--- config.mk ---
export PLATFORM = sky130hd
export DESIGN_NAME = pdr_front
export DESIGN_NICKNAME = d
export VERILOG_FILES = /design/src/rtl/pow_difficulty_retarget_macros.svh /design/src/rtl/pdr_pkg.sv /design/src/rtl/pdr_front.sv
export SDC_FILE = /design/constraint.sdc
export NUM_CORES = 2
export LEC_CHECK = 0
export ABC_AREA = 1
export BUFFER_PORTS_ARGS = -buffer_cell sky130_fd_sc_hd__buf_2
export CELL_PAD_IN_SITES_DETAIL_PLACEMENT = 1
export CELL_PAD_IN_SITES_GLOBAL_PLACEMENT = 2
export CORE_UTILIZATION = 36
export DETAILED_ROUTE_END_ITERATION = 16
export GPL_ROUTABILITY_DRIVEN = 0
export PLACE_DENSITY_LB_ADDON = 0.2
export SLEW_MARGIN = 20
export SYNTH_ARGS = -nofsm -noshare
export SYNTH_HDL_FRONTEND = slang
export SYNTH_SLANG_ARGS = --single-unit
--- constraint.sdc ---
create_clock -name aclk -period 6.8 [get_ports aclk]
set_input_delay 0.34 -clock aclk [delete_from_list [all_inputs] [get_ports aclk]]
set_output_delay 0.34 -clock aclk [all_outputs]
set_load 0.005 [all_outputs]
--- src/rtl/pow_difficulty_retarget_macros.svh ---
// Assertion macros shared by the difficulty retarget RTL.
`ifndef POW_DIFFICULTY_RETARGET_MACROS_SVH
`define POW_DIFFICULTY_RETARGET_MACROS_SVH
`ifndef ASSERT_OFF
// Checked property that is switched off while reset is asserted.
`define PDR_ASSERT(lbl, clk, rstn, prop, msg) \
    lbl: assert property (@(posedge clk) disable iff (!rstn) prop) else $error(msg);
// Checked property that also holds during reset.
`define PDR_ASSERT_ALWAYS(lbl, clk, prop, msg) \
    lbl: assert property (@(posedge clk) prop) else $error(msg);
`else
`define PDR_ASSERT(lbl, clk, rstn, prop, msg)
`define PDR_ASSERT_ALWAYS(lbl, clk, prop, msg)
`endif
`endif

--- src/rtl/pdr_pkg.sv ---
`timescale 1ns / 1ps
// Types, constants and arithmetic helpers of the difficulty retarget block.
package pdr_pkg;

    // Chain rules.
    localparam int unsigned TARGET_BITS = 256;
    localparam int unsigned INTERVAL    = 2016;
    localparam int unsigned TIMESPAN    = 14 * 24 * 60 * 60;
    localparam int unsigned SPAN_MIN    = TIMESPAN / 4;
    localparam int unsigned SPAN_MAX    = TIMESPAN * 4;
    localparam logic [31:0] LIMIT_RESET = 32'h1D00FFFF;

    // Field widths.
    localparam int MANT_W = 23;
    localparam int EXP_W  = 8;
    localparam int SPAN_W = $clog2(SPAN_MAX + 1);
    localparam int PROD_W = MANT_W + SPAN_W;
    localparam int SIZE_W = 12;

    // Division by the timespan: the power-of-two part is a shift, the odd part
    // is removed one 16-bit digit at a time with a reciprocal multiply.
    // The quotient keeps three bytes of fraction so that a mantissa as small
    // as one still yields three exact significant bytes.
    localparam int          TS_SHIFT  = 8;
    localparam int unsigned TS_ODD    = TIMESPAN >> TS_SHIFT;
    localparam int          PRESHIFT  = 24 - TS_SHIFT;
    localparam int          NUM_W     = PROD_W + PRESHIFT;
    localparam int          DIG_W     = 16;
    localparam int          NDIG      = (NUM_W + DIG_W - 1) / DIG_W;
    localparam int          NUMP_W    = NDIG * DIG_W;
    localparam int          REM_W     = $clog2(TS_ODD);
    localparam int          T_W       = REM_W + DIG_W;
    localparam int          DIV_K     = T_W + REM_W;
    localparam logic [63:0] DIV_RECIP = ((64'd1 << DIV_K) + 64'(TS_ODD) - 64'd1) / 64'(TS_ODD);
    localparam int          RECIP_W   = $clog2(DIV_RECIP + 64'd1);
    localparam int          MULT_W    = T_W + RECIP_W;

    // Scaled quotient and normalized number form.
    localparam int Q_W    = 56;
    localparam int QBYTES = Q_W / 8;
    localparam int NB_W   = $clog2(QBYTES + 1);
    localparam int LEN_W  = 9;

    // Result queue between front and back.
    localparam int QDEPTH = 4;
    localparam int QPTR_W = $clog2(QDEPTH);
    localparam int QCNT_W = $clog2(QDEPTH + 1);

    // Trailing zero count of a constant.
    function automatic int unsigned ctz32(input logic [31:0] v);
        int unsigned n;
        n = 0;
        for (int i = 31; i >= 0; i--) begin
            if (v[i]) n = i;
        end
        return n;
    endfunction

    // Inverse of an odd constant modulo 2^32 by Newton iteration.
    function automatic logic [31:0] inv32(input logic [31:0] o);
        logic [31:0] x;
        x = o;
        for (int i = 0; i < 5; i++) begin
            x = x * (32'd2 - o * x);
        end
        return x;
    endfunction

    // Interval boundary test: low bits zero and odd part divisible by multiply.
    localparam int unsigned INT_SHIFT   = ctz32(INTERVAL);
    localparam logic [31:0] INT_ODD     = 32'(INTERVAL >> INT_SHIFT);
    localparam logic [31:0] INT_INV     = inv32(INT_ODD);
    localparam logic [31:0] INT_LIM     = 32'hFFFFFFFF / INT_ODD;
    localparam logic [31:0] INT_LOWMASK = (32'd1 << INT_SHIFT) - 32'd1;

    // How the back end forms a result.
    typedef enum logic [1:0] {
        MODE_PASS  = 2'd0,
        MODE_LIMIT = 2'd1,
        MODE_CALC  = 2'd2
    } pdr_mode_t;

    // One classified item in the queue.
    typedef struct packed {
        pdr_mode_t          mode;
        logic               retargeted;
        logic               bad;
        logic [31:0]        word;
        logic [PROD_W-1:0]  prod;
        logic [EXP_W-1:0]   expo;
    } pdr_item_t;

    // Side information that rides along the divider.
    typedef struct packed {
        pdr_mode_t          mode;
        logic               retargeted;
        logic               bad;
        logic [31:0]        word;
        logic [EXP_W-1:0]   expo;
    } pdr_bpay_t;

    // Queue status seen by both ends.
    typedef struct packed {
        logic               full;
        logic               empty;
        logic [QCNT_W-1:0]  count;
    } pdr_qstat_t;

    // A value as byte length and left-justified top bytes.
    typedef struct packed {
        logic [LEN_W-1:0] len;
        logic [Q_W-1:0]   win;
    } pdr_num_t;

    // Bit length of a mantissa.
    function automatic logic [4:0] bitlen23(input logic [MANT_W-1:0] m);
        logic [4:0] n;
        n = '0;
        for (int i = 0; i < MANT_W; i++) begin
            if (m[i]) n = 5'(i + 1);
        end
        return n;
    endfunction

    // Value x * 256^b brought into normalized form.
    function automatic pdr_num_t norm_num(input logic [Q_W-1:0] x, input logic [LEN_W-1:0] b);
        pdr_num_t   n;
        logic [NB_W-1:0] nb;
        nb = '0;
        for (int i = 0; i < QBYTES; i++) begin
            if (x[8*i +: 8] != 8'd0) nb = NB_W'(i + 1);
        end
        n.win = x << (8 * (QBYTES - int'(nb)));
        n.len = (nb == '0) ? '0 : LEN_W'(nb) + b;
        return n;
    endfunction

    // Decoded limit word, with bits at or above the target width dropped.
    function automatic pdr_num_t limit_num(input logic [31:0] lim);
        logic [7:0]        ls;
        logic [MANT_W-1:0] lm;
        logic [Q_W-1:0]    x;
        logic [LEN_W-1:0]  b;
        int                avail;
        ls = lim[31:24];
        lm = lim[MANT_W-1:0];
        avail = 0;
        if (ls <= 8'd3) begin
            x = Q_W'(lm >> (8 * (3 - int'(ls))));
            b = '0;
        end else begin
            b = LEN_W'(ls - 8'd3);
            avail = int'(TARGET_BITS) - 8 * int'(ls - 8'd3);
            if (avail <= 0) begin
                x = '0;
            end else if (avail < MANT_W) begin
                x = Q_W'(lm & ((MANT_W'(1) << avail) - MANT_W'(1)));
            end else begin
                x = Q_W'(lm);
            end
        end
        return norm_num(x, b);
    endfunction

    // Magnitude compare of two normalized values.
    function automatic logic num_gt(input pdr_num_t a, input pdr_num_t b);
        return (a.len > b.len) || ((a.len == b.len) && (a.win > b.win));
    endfunction

    // Standard compact encoding.
    function automatic logic [31:0] encode_num(input pdr_num_t n);
        logic [23:0] c;
        logic [7:0]  sz;
        c  = n.win[Q_W-1 -: 24];
        sz = n.len[7:0];
        if (c[23]) begin
            c  = c >> 8;
            sz = sz + 8'd1;
        end
        return {sz, c};
    endfunction

endpackage

--- src/rtl/pdr_front.sv ---
`timescale 1ns / 1ps
// Front end: accepts items, decodes the target, clamps the span and classifies.
module pdr_front import pdr_pkg::*; (
    input  logic        aclk,
    input  logic        aresetn,
    input  logic        s_valid,
    output logic        s_ready,
    input  logic        s_has_last,
    input  logic [30:0] s_last_height,
    input  logic [31:0] s_last_target,
    input  logic [31:0] s_last_time,
    input  logic [31:0] s_window_start_time,
    input  pdr_qstat_t  q_stat,
    output logic        push,
    output pdr_item_t   push_item
);

    logic               en;
    logic [31:0]        x_c;
    logic [MANT_W-1:0]  m_c;
    logic [7:0]         sz_c;
    logic               over_c;
    logic               bad_c;
    logic [MANT_W-1:0]  mant_c;
    logic [EXP_W-1:0]   expo_c;
    logic signed [32:0] d_c;
    logic [SPAN_W-1:0]  span_c;
    logic               boundary_c;

    logic               a_valid_reg;
    logic               a_has_last_reg;
    logic [31:0]        a_target_reg;
    logic               a_bad_reg;
    logic [MANT_W-1:0]  a_mant_reg;
    logic [EXP_W-1:0]   a_expo_reg;
    logic [SPAN_W-1:0]  a_span_reg;
    logic [31:0]        a_y_reg;
    logic               a_lowzero_reg;

    logic               b_valid_reg;
    logic               b_has_last_reg;
    logic [31:0]        b_target_reg;
    logic               b_bad_reg;
    logic [EXP_W-1:0]   b_expo_reg;
    logic [PROD_W-1:0]  b_prod_reg;
    logic [31:0]        b_mod_reg;
    logic               b_lowzero_reg;

    // The front stalls as a whole only when the queue cannot take its last item.
    assign en      = !(b_valid_reg && q_stat.full);
    assign s_ready = en;
    assign push    = b_valid_reg && !q_stat.full;

    // Decode of the compact word and the sign and size checks.
    assign x_c    = {1'b0, s_last_height} + 32'd1;
    assign m_c    = s_last_target[MANT_W-1:0];
    assign sz_c   = s_last_target[31:24];
    assign over_c = (sz_c > 8'd3) &&
                    (({7'd0, bitlen23(m_c)} + {1'b0, sz_c - 8'd3, 3'b000}) > SIZE_W'(TARGET_BITS));
    assign bad_c  = (m_c != '0) && (s_last_target[23] || over_c);
    assign mant_c = (sz_c <= 8'd3) ? (m_c >> (8 * (3 - int'(sz_c)))) : m_c;
    assign expo_c = (sz_c <= 8'd3) ? '0 : (sz_c - 8'd3);

    // Signed window span, clamped to a quarter and four times the timespan.
    assign d_c = $signed({1'b0, s_last_time}) - $signed({1'b0, s_window_start_time});
    always_comb begin
        if (d_c < $signed(33'(SPAN_MIN))) begin
            span_c = SPAN_W'(SPAN_MIN);
        end else if (d_c > $signed(33'(SPAN_MAX))) begin
            span_c = SPAN_W'(SPAN_MAX);
        end else begin
            span_c = d_c[SPAN_W-1:0];
        end
    end

    // Control of both stages.
    always_ff @(posedge aclk) begin
        if (!aresetn) begin
            a_valid_reg <= 1'b0;
            b_valid_reg <= 1'b0;
        end else if (en) begin
            a_valid_reg <= s_valid;
            b_valid_reg <= a_valid_reg;
        end
    end

    // Stage A captures the decoded item, stage B holds the two products.
    always_ff @(posedge aclk) begin
        if (en) begin
            a_has_last_reg <= s_has_last;
            a_target_reg   <= s_last_target;
            a_bad_reg      <= bad_c;
            a_mant_reg     <= mant_c;
            a_expo_reg     <= expo_c;
            a_span_reg     <= span_c;
            a_y_reg        <= x_c >> INT_SHIFT;
            a_lowzero_reg  <= (x_c & INT_LOWMASK) == 32'd0;

            b_has_last_reg <= a_has_last_reg;
            b_target_reg   <= a_target_reg;
            b_bad_reg      <= a_bad_reg;
            b_expo_reg     <= a_expo_reg;
            b_prod_reg     <= PROD_W'(a_mant_reg) * PROD_W'(a_span_reg);
            b_mod_reg      <= a_y_reg * INT_INV;
            b_lowzero_reg  <= a_lowzero_reg;
        end
    end

    // Classification of the item for the back end.
    assign boundary_c = b_lowzero_reg && (b_mod_reg <= INT_LIM);
    always_comb begin
        push_item.word = b_target_reg;
        push_item.prod = b_prod_reg;
        push_item.expo = b_expo_reg;
        if (!b_has_last_reg) begin
            push_item.mode       = MODE_LIMIT;
            push_item.retargeted = 1'b0;
            push_item.bad        = 1'b0;
        end else if (!boundary_c) begin
            push_item.mode       = MODE_PASS;
            push_item.retargeted = 1'b0;
            push_item.bad        = 1'b0;
        end else if (b_bad_reg) begin
            push_item.mode       = MODE_LIMIT;
            push_item.retargeted = 1'b1;
            push_item.bad        = 1'b1;
        end else begin
            push_item.mode       = MODE_CALC;
            push_item.retargeted = 1'b1;
            push_item.bad        = 1'b0;
        end
    end

endmodule

======== Word-level counts from Yosys, hierarchy flattened ========
Cells that the tools add are included.
operators by class
  multipliers ............................. 2
  shift-type cells ........................ 1
  reduce and logical (&&, ||, !) cells .... 11
  $add $sub $neg .......................... 5
  magnitude comparators ................... 6
  muxes and demuxes ....................... 28
operators with widths
  kind                                                              count
  two-way mux 5 bit                                                 20
  multiplier 23 x 23 -> 46 bit                                      1
  two-way mux 23 bit                                                2
  > comparator 33 x 24 -> 1 bit, second input constant              1
  < comparator 33 x 20 -> 1 bit, second input constant              1
  subtractor 32 x 32 -> 33 bit                                      1
  adder 31 x 1 -> 32 bit, second input constant                     1
  less-or-equal comparator 32 x 27 -> 1 bit, second input constant  1
  zero test 32 bit                                                  1
  multiplier 27 x 32 -> 32 bit, second input constant               1
  right shift 23 x 32 -> 23 bit                                     1
  nonzero test 23 bit                                               1
  adder 5 x 11 -> 12 bit                                            1
  > comparator 12 x 9 -> 1 bit, second input constant               1
  two-way mux 4 bit                                                 3
  subtractor 2 x 8 -> 9 bit, first input constant                   1
  > comparator 8 x 2 -> 1 bit, second input constant                1
  less-or-equal comparator 8 x 2 -> 1 bit, second input constant    1
  subtractor 8 x 2 -> 8 bit, second input constant                  1
  logical AND 1 bit                                                 5
  two-way mux 2 bit                                                 2
  zero test 1 bit                                                   2
  OR reduction 2 bit                                                1
  logical OR 1 bit                                                  1
  two-way mux 1 bit                                                 1
storage, ports and cells
  bits of input ports ..................... 136
  word-level logic and storage cells ...... 71
  output and inout bits ................... 92
  register bits after elaboration ......... 239

======== Logic depth before layout (Yosys ltp) ========
  depth after elaboration ................. 28
  depth in mapped cells ................... 30

======== Worst setup path before layout ========
OpenSTA, ideal clock, no wires.
  path kind ............................... register -> register
  start point ............................. reg a_span_reg[16]
  end point ............................... reg b_prod_reg[43], data pin
  required time ........................... 6535 ps
  period minus slack after synthesis ...... 6367 ps
  slack ................................... 433 ps
  cell stages (with the launch flop) ...... 27
  data arrival time ....................... 6102 ps
  cells stage by stage .................... edfxtp_1 clkbuf_1 nand2_1 fa_1 inv_1 fa_1 inv_1 fa_1 inv_1 fa_1 fa_1 fa_1 inv_1 fa_1 inv_1 ha_1 nand2_1 nor2_1 inv_1 nor3_1 inv_1 o21ai_0 nand2_1 nand3_1 a21oi_1 o21ai_0 xor2_1
between the ends
  cells in the longest elaborated chain, start to end .. 1
ends and longest elaborated chain
  what                          RTL line          source
  start, declared               pdr_front.sv:36   logic [SPAN_W-1:0] a_span_reg;
  start signal, assigned        pdr_front.sv:95   a_span_reg <= span_c;
  multiplier 23 x 23 -> 46 bit  pdr_front.sv:103  b_prod_reg <= PROD_W'(a_mant_reg) * PROD_W'(a_span_reg);
  end signal, assigned          pdr_front.sv:103
  end, declared                 pdr_front.sv:45   logic [PROD_W-1:0] b_prod_reg;
Every way passes these cells.
A chain may end at the register's enable or synchronous reset.

======== Worst setup path in the final report ========
  start point ............................. reg a_span_reg[16]
  end point ............................... reg b_prod_reg[36], data pin
Same word-level chain as after synthesis.

==> flow_summary.toml <==
[synthesis]
synth.area.top_cells = "fa_1, edfxtp_1, inv_1"
synth-seq-cells = 239
netlist_instances = 4388
yosysSeqAreaShare_pct = 19.0
netlist.area_leader.share_pct = 33.6
yosys_most_used_dff = "edfxtp_1"
synth_area_um2 = 37600
yosysWarnings = 0
synthArstFlopShare_pct = 0
syn_area_per_cell_um2 = 8.57
synth_edf_count = 237
yosys.area.top_type = "fa_1"
synth_cell_types = 49
syn-num-nets = 5481

[die]
dieArea_um2 = 106000
row_count = 118
start_util_pct = 36.3
core_region_area_um2 = 103000
ioPinCount = 228
fp.dieW_um = 325
die_y_um = 325

[route]
drc = 0
vias = 28700
dr.pass1.iters = 5
wirelength_um = 115000
ant_nets = 0
via_per_inst = 4.66
wl_per_cell_um = 18.6
first_iter_violations = 944

[sta]
period_needed_ns = 6.63
grt_setup_unrepaired = "yes"
final-hold-violation-count = 0
maxSlewHeadroom_pct = 27.4
fin_skew_ns = 0.0331
tightest_slew_ns = 1.08
maxSlewViolCount = 0
max_clock_freq_mhz = 151
fin_crit_sh_pct = 97.5
setup_viol_count_final = 0

[placement]
dp.final_hpwl_um = 96300
port_buffers = 223

[clock_network]
clk_latency_ns = 0.62
tritoncts = "built"
cts-buffers-inserted = 29
cts.root.buffer_cell = "clkbuf_16"
clock_path_buffers = 3
clk_pin_slew_ns = 0.06
clock_sinks = 239
htreeDepth = 1

[cells_and_area]
largest_reg_flops = 46
fin_util_pct = 42.1
area_delta_synth_final_pct = 16.0
fillers = 12300
diodes = 0
drive_gt1_share_pct = 12.7
nets = 5847

[grt]
grt_pass1_vias = 31700
grt_overflow = 0
grt_util_all_layers_pct = 22.0
grt_antenna_before_repair = 1
grt_max_degree = 143
grt_pass1_wl_um = 180000

[critical_path]
cp.arrival_ns = 7.01
rrSetupSlack_ns = 0.17
required_ns = 7.18
r2r_cells = 24
crit_path_end_kind = "flop"
max_stage_delay_ns = 0.56
r2r_end = "b_prod_reg[36]"
critical_path.max_fanout = 12
crit_path_start = "a_span_reg[16]"
critPathSlowestCell = "fa_1"
crit_top_cell = "fa_1"
worstSetupStartpointType = "flop"
r2r-start = "a_span_reg[16]"
critPathKind = "flop to flop"
path_cells = "buf_4 > buf_4 > buf_4 > nand2_1 > fa_1 > fa_1 > inv_1 > fa_1 > fa_1 > inv_1 > fa_1 > inv_1 > fa_1 > ha_1 > ha_1 > buf_4 > a21oi_1 > inv_1 > a31oi_1 > o21ai_0 > a31oi_1 > nand3_2 > xor2_1 > buf_4"

[hold_path]
hold_path_end = "a_target_reg[0]"
hold_start = "s_last_target[0]"
min_path_cells = 1
hold_path.class = "input port to flop"

[status]
status = "finished clean"

[flow_run]
cap_violations = 0
-- cells in the mapped netlist (all sizes together), types with 9 or more instances --
| cell type | instances |
|---|---|
| nand3 | 87 |
| ha | 326 |
| inv | 1292 |
| nor2 | 209 |
| fa | 631 |
| and2 | 9 |
| nor3 | 33 |
| a21oi | 132 |
| xor2 | 68 |
| edfxtp | 237 |
| clkbuf | 100 |
| nand4 | 36 |
| a31oi | 19 |
| nand2 | 1010 |
| o21ai | 63 |
| xnor2 | 54 |
| nor4 | 13 |
-- cell type report --
type / instances / area [um2] / area share (%)
well taps: 1380 / 1730 / 3.96
flip-flops and latches: 239 / 7160 / 16.4
repair buffers: 438 / 3320 / 7.61
multi-input cells: 2753 / 25600 / 58.6
inverters: 1293 / 4850 / 11.1
clock inverters: 22 / 243 / 0.557
clock buffers: 31 / 733 / 1.68
-- worst max-delay path: cells and delay by family (launching register included) --
kind / cells / cell delay, ns
adders and majority gates: 8 / 3.77
buffers and inverters: 9 / 1.17
AOI/OAI and AO/OA: 4 / 0.73
DFF: 1 / 0.32
and+or+nand+nor: 2 / 0.24
xor gates and xnor gates: 1 / 0.17
-- worst max path at each step --
stage                     endpoint  slack (ns)  depth (start not counted)
floorplan           b_prod_reg[43]        0.43                         26
global placement    b_prod_reg[43]       -0.08                         26
detailed placement  b_prod_reg[43]       -0.15                         26
CTS                 b_prod_reg[24]        0.02                         26
global route        b_prod_reg[42]       -0.07                         30
finish              b_prod_reg[36]        0.17                         24
-- per-layer routing --
| layer | global-route usage [%] | vias up | wire, um |
|---|---|---|---|
| met5 | 0 | - | 0 |
| met4 | 4.63 | 0 | 2880 |
| met3 | 1.31 | 127 | 2230 |
| met2 | 41.0 | 344 | 60200 |
| met1 | 27.9 | 14500 | 49500 |
| li1 | - | 13700 | - |
-- through the flow --
step / hold slack [ns] / TNS, ns / instance area [um2] / worst slack [ns] / cells
after floorplan: 0.400 / 0 / 37600 / 0.433 / 4388
after CTS: 0.0104 / 0 / 42900 / 0.0242 / 6128
after detailed placement: 0.405 / -0.359 / 41600 / -0.149 / 6042
after global routing: 0.0208 / -0.313 / 43600 / -0.0718 / 6156
after global placement: 0.401 / -0.136 / 41600 / -0.0822 / 6042
final: 0.0557 / 0 / 43600 / 0.167 / 6156
-- cell usage in the layout, fill, tap and decap left out, drive strengths merged, types with 5 or more instances in the layout --
cell type,instances
a21o,7
clkbuf,34
fa,631
nand2,1010
buf,402
ha,326
nand4,36
nand3b,5
o32ai,8
inv,1296
xnor2,54
clkinv,12
xor2,68
nand3,87
and2,9
o22ai,5
a31oi,19
a21oi,132
nor2,209
a21boi,5
o21bai,8
o21ai,63
dlygate4sd3,33
edfxtp,237
nor4,13
nor3,33
-- cell families (layout without fill, tap and decap cells) --
logic type,Yosys count,count (layout),synth area share [%]
compound gates,264,264,4.00
simple gates,1410,1410,15.7
flops,239,239,19.0
fa+ha+maj,957,957,44.5
buf+inv,1396,1784,14.0
xor+xnor,122,122,2.84
-- timing repair --
action	in CTS	in global routing
hold buffers	33	0
gates resized for setup	11	101
pin swaps	0	33
endpoints found under the setup margin	10	24
gates cloned	0	3
hold endpoints to repair	33	0
setup buffers	0	25
Power is not shown: default switching activity piles up to over one toggle a cycle in this logic, so the estimate is an artifact.
