<file path="config.mk">
export PLATFORM = sky130hd
export DESIGN_NAME = pdr_back
export DESIGN_NICKNAME = d
export VERILOG_FILES = /design/src/rtl/pow_difficulty_retarget_macros.svh /design/src/rtl/pdr_pkg.sv /design/src/rtl/pdr_back.sv
export SDC_FILE = /design/constraint.sdc
export NUM_CORES = 2
export LEC_CHECK = 0
export BUFFER_PORTS_ARGS = -buffer_cell sky130_fd_sc_hd__clkbuf_2
export CORE_MARGIN = 1.5
export CORE_UTILIZATION = 40
export CTS_CLUSTER_DIAMETER = 80
export DETAILED_ROUTE_END_ITERATION = 10
export PLACE_DENSITY = 0.6
export SETUP_SLACK_MARGIN = 0.3
export SYNTH_ARGS = -nofsm -noshare
export SYNTH_HDL_FRONTEND = slang
export SYNTH_SLANG_ARGS = --single-unit
</file>
<file path="constraint.sdc">
create_clock -name aclk -period 39.8 [get_ports aclk]
set_input_delay 7.96 -clock aclk [delete_from_list [all_inputs] [get_ports aclk]]
set_output_delay 7.96 -clock aclk [all_outputs]
set_load 0.02 [all_outputs]
</file>
<file path="src/rtl/pow_difficulty_retarget_macros.svh">
// Assertion macros shared by the difficulty retarget RTL.
`ifndef POW_DIFFICULTY_RETARGET_MACROS_SVH
`define POW_DIFFICULTY_RETARGET_MACROS_SVH
`ifndef ASSERT_OFF
// Checked property that is switched off while reset is asserted.
`define PDR_ASSERT(lbl, clk, rstn, prop, msg) \
    lbl: assert property (@(posedge clk) disable iff (!rstn) prop) else $error(msg);
// Checked property that also holds during reset.
`define PDR_ASSERT_ALWAYS(lbl, clk, prop, msg) \
    lbl: assert property (@(posedge clk) prop) else $error(msg);
`else
`define PDR_ASSERT(lbl, clk, rstn, prop, msg)
`define PDR_ASSERT_ALWAYS(lbl, clk, prop, msg)
`endif
`endif

</file>
<file path="src/rtl/pdr_pkg.sv">
`timescale 1ns / 1ps
// Types, constants and arithmetic helpers of the difficulty retarget block.
package pdr_pkg;

    // Chain rules.
    localparam int unsigned TARGET_BITS = 256;
    localparam int unsigned INTERVAL    = 2016;
    localparam int unsigned TIMESPAN    = 14 * 24 * 60 * 60;
    localparam int unsigned SPAN_MIN    = TIMESPAN / 4;
    localparam int unsigned SPAN_MAX    = TIMESPAN * 4;
    localparam logic [31:0] LIMIT_RESET = 32'h1D00FFFF;

    // Field widths.
    localparam int MANT_W = 23;
    localparam int EXP_W  = 8;
    localparam int SPAN_W = $clog2(SPAN_MAX + 1);
    localparam int PROD_W = MANT_W + SPAN_W;
    localparam int SIZE_W = 12;

    // Division by the timespan: the power-of-two part is a shift, the odd part
    // is removed one 16-bit digit at a time with a reciprocal multiply.
    // The quotient keeps three bytes of fraction so that a mantissa as small
    // as one still yields three exact significant bytes.
    localparam int          TS_SHIFT  = 8;
    localparam int unsigned TS_ODD    = TIMESPAN >> TS_SHIFT;
    localparam int          PRESHIFT  = 24 - TS_SHIFT;
    localparam int          NUM_W     = PROD_W + PRESHIFT;
    localparam int          DIG_W     = 16;
    localparam int          NDIG      = (NUM_W + DIG_W - 1) / DIG_W;
    localparam int          NUMP_W    = NDIG * DIG_W;
    localparam int          REM_W     = $clog2(TS_ODD);
    localparam int          T_W       = REM_W + DIG_W;
    localparam int          DIV_K     = T_W + REM_W;
    localparam logic [63:0] DIV_RECIP = ((64'd1 << DIV_K) + 64'(TS_ODD) - 64'd1) / 64'(TS_ODD);
    localparam int          RECIP_W   = $clog2(DIV_RECIP + 64'd1);
    localparam int          MULT_W    = T_W + RECIP_W;

    // Scaled quotient and normalized number form.
    localparam int Q_W    = 56;
    localparam int QBYTES = Q_W / 8;
    localparam int NB_W   = $clog2(QBYTES + 1);
    localparam int LEN_W  = 9;

    // Result queue between front and back.
    localparam int QDEPTH = 4;
    localparam int QPTR_W = $clog2(QDEPTH);
    localparam int QCNT_W = $clog2(QDEPTH + 1);

    // Trailing zero count of a constant.
    function automatic int unsigned ctz32(input logic [31:0] v);
        int unsigned n;
        n = 0;
        for (int i = 31; i >= 0; i--) begin
            if (v[i]) n = i;
        end
        return n;
    endfunction

    // Inverse of an odd constant modulo 2^32 by Newton iteration.
    function automatic logic [31:0] inv32(input logic [31:0] o);
        logic [31:0] x;
        x = o;
        for (int i = 0; i < 5; i++) begin
            x = x * (32'd2 - o * x);
        end
        return x;
    endfunction

    // Interval boundary test: low bits zero and odd part divisible by multiply.
    localparam int unsigned INT_SHIFT   = ctz32(INTERVAL);
    localparam logic [31:0] INT_ODD     = 32'(INTERVAL >> INT_SHIFT);
    localparam logic [31:0] INT_INV     = inv32(INT_ODD);
    localparam logic [31:0] INT_LIM     = 32'hFFFFFFFF / INT_ODD;
    localparam logic [31:0] INT_LOWMASK = (32'd1 << INT_SHIFT) - 32'd1;

    // How the back end forms a result.
    typedef enum logic [1:0] {
        MODE_PASS  = 2'd0,
        MODE_LIMIT = 2'd1,
        MODE_CALC  = 2'd2
    } pdr_mode_t;

    // One classified item in the queue.
    typedef struct packed {
        pdr_mode_t          mode;
        logic               retargeted;
        logic               bad;
        logic [31:0]        word;
        logic [PROD_W-1:0]  prod;
        logic [EXP_W-1:0]   expo;
    } pdr_item_t;

    // Side information that rides along the divider.
    typedef struct packed {
        pdr_mode_t          mode;
        logic               retargeted;
        logic               bad;
        logic [31:0]        word;
        logic [EXP_W-1:0]   expo;
    } pdr_bpay_t;

    // Queue status seen by both ends.
    typedef struct packed {
        logic               full;
        logic               empty;
        logic [QCNT_W-1:0]  count;
    } pdr_qstat_t;

    // A value as byte length and left-justified top bytes.
    typedef struct packed {
        logic [LEN_W-1:0] len;
        logic [Q_W-1:0]   win;
    } pdr_num_t;

    // Bit length of a mantissa.
    function automatic logic [4:0] bitlen23(input logic [MANT_W-1:0] m);
        logic [4:0] n;
        n = '0;
        for (int i = 0; i < MANT_W; i++) begin
            if (m[i]) n = 5'(i + 1);
        end
        return n;
    endfunction

    // Value x * 256^b brought into normalized form.
    function automatic pdr_num_t norm_num(input logic [Q_W-1:0] x, input logic [LEN_W-1:0] b);
        pdr_num_t   n;
        logic [NB_W-1:0] nb;
        nb = '0;
        for (int i = 0; i < QBYTES; i++) begin
            if (x[8*i +: 8] != 8'd0) nb = NB_W'(i + 1);
        end
        n.win = x << (8 * (QBYTES - int'(nb)));
        n.len = (nb == '0) ? '0 : LEN_W'(nb) + b;
        return n;
    endfunction

    // Decoded limit word, with bits at or above the target width dropped.
    function automatic pdr_num_t limit_num(input logic [31:0] lim);
        logic [7:0]        ls;
        logic [MANT_W-1:0] lm;
        logic [Q_W-1:0]    x;
        logic [LEN_W-1:0]  b;
        int                avail;
        ls = lim[31:24];
        lm = lim[MANT_W-1:0];
        avail = 0;
        if (ls <= 8'd3) begin
            x = Q_W'(lm >> (8 * (3 - int'(ls))));
            b = '0;
        end else begin
            b = LEN_W'(ls - 8'd3);
            avail = int'(TARGET_BITS) - 8 * int'(ls - 8'd3);
            if (avail <= 0) begin
                x = '0;
            end else if (avail < MANT_W) begin
                x = Q_W'(lm & ((MANT_W'(1) << avail) - MANT_W'(1)));
            end else begin
                x = Q_W'(lm);
            end
        end
        return norm_num(x, b);
    endfunction

    // Magnitude compare of two normalized values.
    function automatic logic num_gt(input pdr_num_t a, input pdr_num_t b);
        return (a.len > b.len) || ((a.len == b.len) && (a.win > b.win));
    endfunction

    // Standard compact encoding.
    function automatic logic [31:0] encode_num(input pdr_num_t n);
        logic [23:0] c;
        logic [7:0]  sz;
        c  = n.win[Q_W-1 -: 24];
        sz = n.len[7:0];
        if (c[23]) begin
            c  = c >> 8;
            sz = sz + 8'd1;
        end
        return {sz, c};
    endfunction

endpackage

</file>
<file path="src/rtl/pdr_back.sv">
`timescale 1ns / 1ps
// Back end: scales the target by the span, caps at the limit and encodes.
module pdr_back import pdr_pkg::*; (
    input  logic        aclk,
    input  logic        aresetn,
    input  pdr_qstat_t  q_stat,
    input  pdr_item_t   head_item,
    output logic        pop,
    input  logic [31:0] limit_compact,
    output logic        m_valid,
    input  logic        m_ready,
    output logic [31:0] m_next_target,
    output logic        m_retargeted,
    output logic        m_bad_target
);

    logic                en;
    pdr_bpay_t           head_pay;

    // Divider stage inputs and combinational results.
    logic [NDIG-1:0]     a_v_in;
    logic [REM_W-1:0]    a_r_in   [NDIG];
    logic [Q_W-1:0]      a_q_in   [NDIG];
    logic [NUMP_W-1:0]   a_num_in [NDIG];
    pdr_bpay_t           a_pay_in [NDIG];
    logic [T_W-1:0]      a_t_c    [NDIG];
    logic [MULT_W-1:0]   a_p_c    [NDIG];
    logic [DIG_W-1:0]    b_q_c    [NDIG];
    logic [REM_W-1:0]    b_r_c    [NDIG];

    // Divider pipeline registers: A holds the reciprocal product, B the digit.
    logic [NDIG-1:0]     va_reg;
    logic [NDIG-1:0]     vb_reg;
    logic [T_W-1:0]      ta_reg   [NDIG];
    logic [MULT_W-1:0]   pa_reg   [NDIG];
    logic [Q_W-1:0]      qa_reg   [NDIG];
    logic [Q_W-1:0]      qb_reg   [NDIG];
    logic [REM_W-1:0]    rb_reg   [NDIG];
    logic [NUMP_W-1:0]   numa_reg [NDIG];
    logic [NUMP_W-1:0]   numb_reg [NDIG];
    pdr_bpay_t           paya_reg [NDIG];
    pdr_bpay_t           payb_reg [NDIG];

    // Normalize and output stages.
    logic [Q_W-1:0]      n_x_c;
    logic [LEN_W-1:0]    n_b_c;
    logic                vn_reg;
    pdr_num_t            n_num_reg;
    pdr_num_t            n_lim_reg;
    pdr_bpay_t           n_pay_reg;
    logic [31:0]         o_word_c;
    logic                vo_reg;
    logic [31:0]         o_target_reg;
    logic                o_ret_reg;
    logic                o_bad_reg;

    // The whole back end moves unless a finished result waits for its transfer.
    assign en  = !vo_reg || m_ready;
    assign pop = !q_stat.empty && en;

    assign head_pay.mode       = head_item.mode;
    assign head_pay.retargeted = head_item.retargeted;
    assign head_pay.bad        = head_item.bad;
    assign head_pay.word       = head_item.word;
    assign head_pay.expo       = head_item.expo;

    // One 16-bit quotient digit per step of the long division by the odd part.
    for (genvar j = 0; j < NDIG; j++) begin : g_step
        if (j == 0) begin : g_first
            assign a_v_in[j]   = pop;
            assign a_r_in[j]   = '0;
            assign a_q_in[j]   = '0;
            assign a_num_in[j] = NUMP_W'({head_item.prod, {PRESHIFT{1'b0}}});
            assign a_pay_in[j] = head_pay;
        end else begin : g_next
            assign a_v_in[j]   = vb_reg[j-1];
            assign a_r_in[j]   = rb_reg[j-1];
            assign a_q_in[j]   = qb_reg[j-1];
            assign a_num_in[j] = numb_reg[j-1];
            assign a_pay_in[j] = payb_reg[j-1];
        end
        assign a_t_c[j] = {a_r_in[j], a_num_in[j][DIG_W*(NDIG-1-j) +: DIG_W]};
        assign a_p_c[j] = MULT_W'(a_t_c[j]) * MULT_W'(DIV_RECIP);
        assign b_q_c[j] = pa_reg[j][DIV_K +: DIG_W];
        assign b_r_c[j] = REM_W'(ta_reg[j] - T_W'(b_q_c[j] * TS_ODD));
    end

    // Stage valid bits.
    always_ff @(posedge aclk) begin
        if (!aresetn) begin
            va_reg <= '0;
            vb_reg <= '0;
            vn_reg <= 1'b0;
            vo_reg <= 1'b0;
        end else if (en) begin
            va_reg <= a_v_in;
            vb_reg <= va_reg;
            vn_reg <= vb_reg[NDIG-1];
            vo_reg <= vn_reg;
        end
    end

    // Divider data path.
    always_ff @(posedge aclk) begin
        if (en) begin
            for (int j = 0; j < NDIG; j++) begin
                ta_reg[j]   <= a_t_c[j];
                pa_reg[j]   <= a_p_c[j];
                qa_reg[j]   <= a_q_in[j];
                numa_reg[j] <= a_num_in[j];
                paya_reg[j] <= a_pay_in[j];
                rb_reg[j]   <= b_r_c[j];
                qb_reg[j]   <= {qa_reg[j][Q_W-DIG_W-1:0], b_q_c[j]};
                numb_reg[j] <= numa_reg[j];
                payb_reg[j] <= paya_reg[j];
            end
        end
    end

    // The quotient carries three extra bytes of fraction; fold in the exponent.
    always_comb begin
        if (payb_reg[NDIG-1].expo < 8'd3) begin
            n_x_c = qb_reg[NDIG-1] >> (8 * (3 - int'(payb_reg[NDIG-1].expo)));
            n_b_c = '0;
        end else begin
            n_x_c = qb_reg[NDIG-1];
            n_b_c = LEN_W'(payb_reg[NDIG-1].expo - 8'd3);
        end
    end

    always_ff @(posedge aclk) begin
        if (en) begin
            n_num_reg <= norm_num(n_x_c, n_b_c);
            n_lim_reg <= limit_num(limit_compact);
            n_pay_reg <= payb_reg[NDIG-1];
        end
    end

    // Cap at the limit and pick the answer for the item's class.
    always_comb begin
        case (n_pay_reg.mode)
            MODE_PASS:  o_word_c = n_pay_reg.word;
            MODE_LIMIT: o_word_c = encode_num(n_lim_reg);
            MODE_CALC:  o_word_c = encode_num(num_gt(n_num_reg, n_lim_reg) ? n_lim_reg
                                                                          : n_num_reg);
            default:    o_word_c = n_pay_reg.word;
        endcase
    end

    // Output register.
    always_ff @(posedge aclk) begin
        if (en) begin
            o_target_reg <= o_word_c;
            o_ret_reg    <= n_pay_reg.retargeted;
            o_bad_reg    <= n_pay_reg.bad;
        end
    end

    assign m_valid       = vo_reg;
    assign m_next_target = o_target_reg;
    assign m_retargeted  = o_ret_reg;
    assign m_bad_target  = o_bad_reg;

endmodule

</file>
# Word-level counts from Yosys, hierarchy flattened
# Memory sizes are Yosys's and may differ from the RTL's.
# Cells that the tools add are included.
# W data, S select, Z words.
# word_totals
ff_bits,210
ram_bits,1716
memories,9
# classes
addsub,17
mul,8
magnitude_cmp,6
eq_ne,3
n_shift,5
n_mux,32
bitwise,1
reduce_logical,22
# memory_table
name,depth,width,read_ports,rd_clocked_by_memory_dff,wr,line,rtl
numa_reg,4,64,4,0,4,pdr_back.sv:39,logic [NUMP_W-1:0] numa_reg [NDIG];
numb_reg,4,64,3,0,4,pdr_back.sv:40,logic [NUMP_W-1:0] numb_reg [NDIG];
pa_reg,4,59,4,0,4,pdr_back.sv:35,logic [MULT_W-1:0] pa_reg [NDIG];
qa_reg,4,56,4,0,4,pdr_back.sv:36,logic [Q_W-1:0] qa_reg [NDIG];
qb_reg,4,56,4,0,4,pdr_back.sv:37,logic [Q_W-1:0] qb_reg [NDIG];
paya_reg,4,44,4,0,4,pdr_back.sv:41,pdr_bpay_t paya_reg [NDIG];
3 more memories,-,-,-,-,-,-,
# op_table
cell,n
$mux W56,5
$mul A29 B30 Y59 const B,3
$reduce_bool A8 Y1,14
$shl A56 B32 Y56,2
$mul A16 B13 Y13 const B,4
$mux W64,1
$pmux W32 S2,1
$and A23 B56 Y56,1
$gt A56 B56 Y1,1
$shl A1 B32 Y56 const A,1
$shr A23 B32 Y56,1
$shr A56 B32 Y56,1
$sub A56 B1 Y56 const B,1
$sub A13 B13 Y13,4
$mux W23,2
$mul A14 B30 Y44 const B,1
$mux W3,14
$mux W9,3
$sub A8 B2 Y9 const B,3
$add A3 B9 Y9,2
$sub A2 B8 Y9 const A,2
$add A8 B1 Y8 const B,2
$mux W8,2
$le A13 B1 Y1 const B,1
other kinds (14),22

# Longest topological paths before layout
# logic_depth
word_depth,20
ltp_mapped,27
ltp_nobuf,27

# Worst setup path after synthesis
# OpenSTA, ideal clock, no wires.
# synth_path
kind,input-to-reg
start,in m_ready
end,"reg o_bad_reg, in the netlist m_bad_target, enable pin"
t_arrival_ns,24.451
required_ns,32.818
path_slack_ns,8.367
stages,2
cell_sequence,nor2b_1 clkinv_1
# synth_between
elab_chain_cells,1
# synth_lines
item,line,rtl
"start, declared",pdr_back.sv:11,"input logic m_ready,"
$logic_or A1 B1 Y1,pdr_back.sv:58,assign en = !vo_reg || m_ready;
"end signal, assigned",pdr_back.sv:155,o_bad_reg <= n_pay_reg.bad;
"end, declared",pdr_back.sv:55,logic o_bad_reg;
# No other way between the ends.
# A chain may end at the register's enable or synchronous reset.

# Worst setup path in the final report
# layout_path
start,in m_ready
end,out pop
# layout_between
elab_chain_cells,2
# layout_lines
item,line,rtl
$logic_or A1 B1 Y1,pdr_back.sv:58,
$logic_and A1 B1 Y1,pdr_back.sv:59,assign pop = !q_stat.empty && en;
"end, declared",pdr_back.sv:8,"output logic pop,"
# No other way between the ends.

==> results.toml <==
[floorplanning]
core_um2 = 205000
start_util_pct = 40.4
ios = 166
row_count = 166
design.die.area_um2 = 210000
die_w_um = 458
fp.dieH_um = 458

[logic_synthesis]
syn_nets = 9135
yosysTopAreaCellShare_pct = 32.7
post-synth-top-area-cell = "edfxtp_1"
ys_ff_latch = 912
yosysSeqAreaShare_pct = 32.9
synth_area_per_cell_um2 = 12.3
synth_cell_types = 100
synth.area.top_cells = "edfxtp_1 33%, fa_1 28%, ha_1 17%, inv_1 7.9%, xnor2_1 1.3%"
ys.flop_type = "edfxtp_1"
synth_edf_count = 902
yosysWarnings = 0
syn_area_um2 = 82900
async_flop_share_pct = 0
syn_inst = 6715

[final_layout]
finalNonFillerCells = 9690
drive_gt1_share_pct = 5.86
fillers = 18800
area_growth_pct = 9.15
nets = 9336

[clocking]
cts-root-buf = "clkbuf_16"
cts_max_level = 3
cts_buffers = 101
clk_pin_slew_worst_paths_ns = 0.06
cts_buffer_depth = 3
cts_tree = "yes"
clock-sinks = 912
cts_resized = 0
cts_setup_buffers = 0
insertion_delay_ns = 0.78
ctsHoldBuffers = 0

[setup_path]
slowest_stage = "nor2b_1"
arrival_ns = 9.15
criticalPathCategory = "in -> out"
critPathBufInv = 2
end_kind = "output pin"
path_max_fanout = 12
critPathLaunchType = "primary input"
path_cells = "clkbuf_2 > nor2b_1 > nor2_1 > clkbuf_2"
path_delay_family = "simple AND/OR/NAND/NOR gates"
crit_top_cell = "clkbuf_2"
worstPathRequired_ns = 31.84
slowest_delay_ns = 0.78

[timing]
max_freq_ghz = 0.0585
grt_setup_unrepaired = "false"
setup_viol = 0
slew_headroom_pct = 24.5
finalHoldViolCount = 0
worst_slew_pin_slew_ns = 1.13
finalCritPeriodShare_pct = 43.0
hold_ws_ns = 0.357
finalWorstSetupSlack_ns = 22.69
maxSlewViolCount = 0
tns_ns = 0
fin_skew_ns = 0.0812
period_needed_ns = 17.11

[place]
dpl.hpwl_um = 159000
gp_congestion = 0.958
pre_cts_slack_ns = 22.70
dp.cells = 9501
io_buffer_count = 160

[global_routing]
grt_pass1_wl_um = 301000
grt_pass1_vias = 51700
grt_use_total_pct = 18.7
antenna_found_initial = 3
overflow = 0
grt_max_degree = 195

[drt]
viasPerCell = 4.93
drt-initial-drc-count = 3021
drc = 0
drt.antenna.violating_nets = 0
wl_per_cell_um = 19.7
routed_wl_um = 191000
dr.pass1.iters = 5
num_vias = 47800

[worst_hold_path]
hold_class = "reg -> reg"

[run]
maxCapViolCount = 0

[status]
status = "completed"
per-stage QoR:
stage               util [%]  cell area, um2
floorplan                  -           82900
CTS                     44.1           90500
global route            44.1           90500
detailed placement      42.4           86900
global placement        42.4           86900
finish                  44.1           90500
cells in the mapped netlist, types with 13 or more instances:
cell type and n:
a211oi_1 18, nand4_1 44, a21boi_0 14, and2_1 16, nor4_1 22, mux4_2 13, mux2_2 17, nor2b_1 51
o211ai_1 20, a32oi_1 13, clkbuf_1 58, o221ai_1 13, a21o_1 77, nand2_1 179, xnor2_1 125, o22ai_1 17
and3_1 18, a31oi_1 22, a22o_1 19, fa_1 1177, buf_2 15, a22oi_1 31, nand3_1 43, ha_1 1113
mux2i_1 102, edfxtp_1 902, nor3_1 38, a21oi_1 161, o21ai_1 14, o21bai_1 19, nand2b_1 21, xor2_1 47
o21ai_0 136, inv_1 1743, nor2_1 154, o21a_1 28
layout make-up:
cell class / count / area (um2) / area share (%)
clock buffers: 118 / 2590 / 2.86
well taps: 2688 / 3360 / 3.72
inverters: 1748 / 6570 / 7.26
diodes: 2 / 5.00 / 0.00553
multi-input cells: 3966 / 48700 / 53.8
clock inverters: 69 / 951 / 1.05
repair buffers: 187 / 1030 / 1.14
flip-flops and latches: 912 / 27300 / 30.2
path summary, 6_finish.rpt:
check,slack [ns],depth (start not counted),startpoint,to
min reg2reg,0.36,0,qa_reg[3][30],qb_reg[3][46]
max,22.69,4,m_ready,pop
max reg2reg,30.65,23,numb_reg[0][43],pa_reg[1][54]
min,0.36,0,qa_reg[3][30],qb_reg[3][46]
cells in the final DEF, fill, tap and decap left out, types with 20 or more instances in the layout:
cell type  instances
a21o_1            77
a22oi_1           31
fa_1            1177
nor2_1           154
mux2i_1          102
nand4_1           44
clkbuf_16        101
edfxtp_1         902
nor2b_1           50
xor2_1            47
inv_1           1743
nand2b_1          21
ha_1            1112
nor4_1            22
nand3_1           43
o21ai_0          136
o21a_1            28
o211ai_1          20
xnor2_1          125
nand2_1          179
a21oi_1          160
clkbuf_2         160
nor3_1            38
a31oi_1           22
buf_4             25
per-layer routing:
metal | vias up | global-route usage, % | part of all wire, %
li1 | 22500 | - | -
met1 | 24200 | 25.7 | 45
met2 | 904 | 31.3 | 49
met3 | 217 | 2.49 | 4.2
met4 | 0 | 4.20 | 1.9
met5 | - | 0 | 0
kinds of logic (layout without fill, tap and decap cells):
logic type	Yosys count	after routing	synth area share, %
adder cells (fa/ha/maj)	2291	2291	45.2
buffers and inverters	1837	2122	8.39
flip-flops	912	912	32.9
AO/OA/AOI/OAI	715	715	5.83
AND/OR/NAND/NOR	650	650	3.90
XOR/XNOR	174	174	1.87
multiplexers	134	134	1.86
other	2	4	0.00906
Power is not shown: default switching activity piles up to over one toggle a cycle in this logic, so the estimate is an artifact.
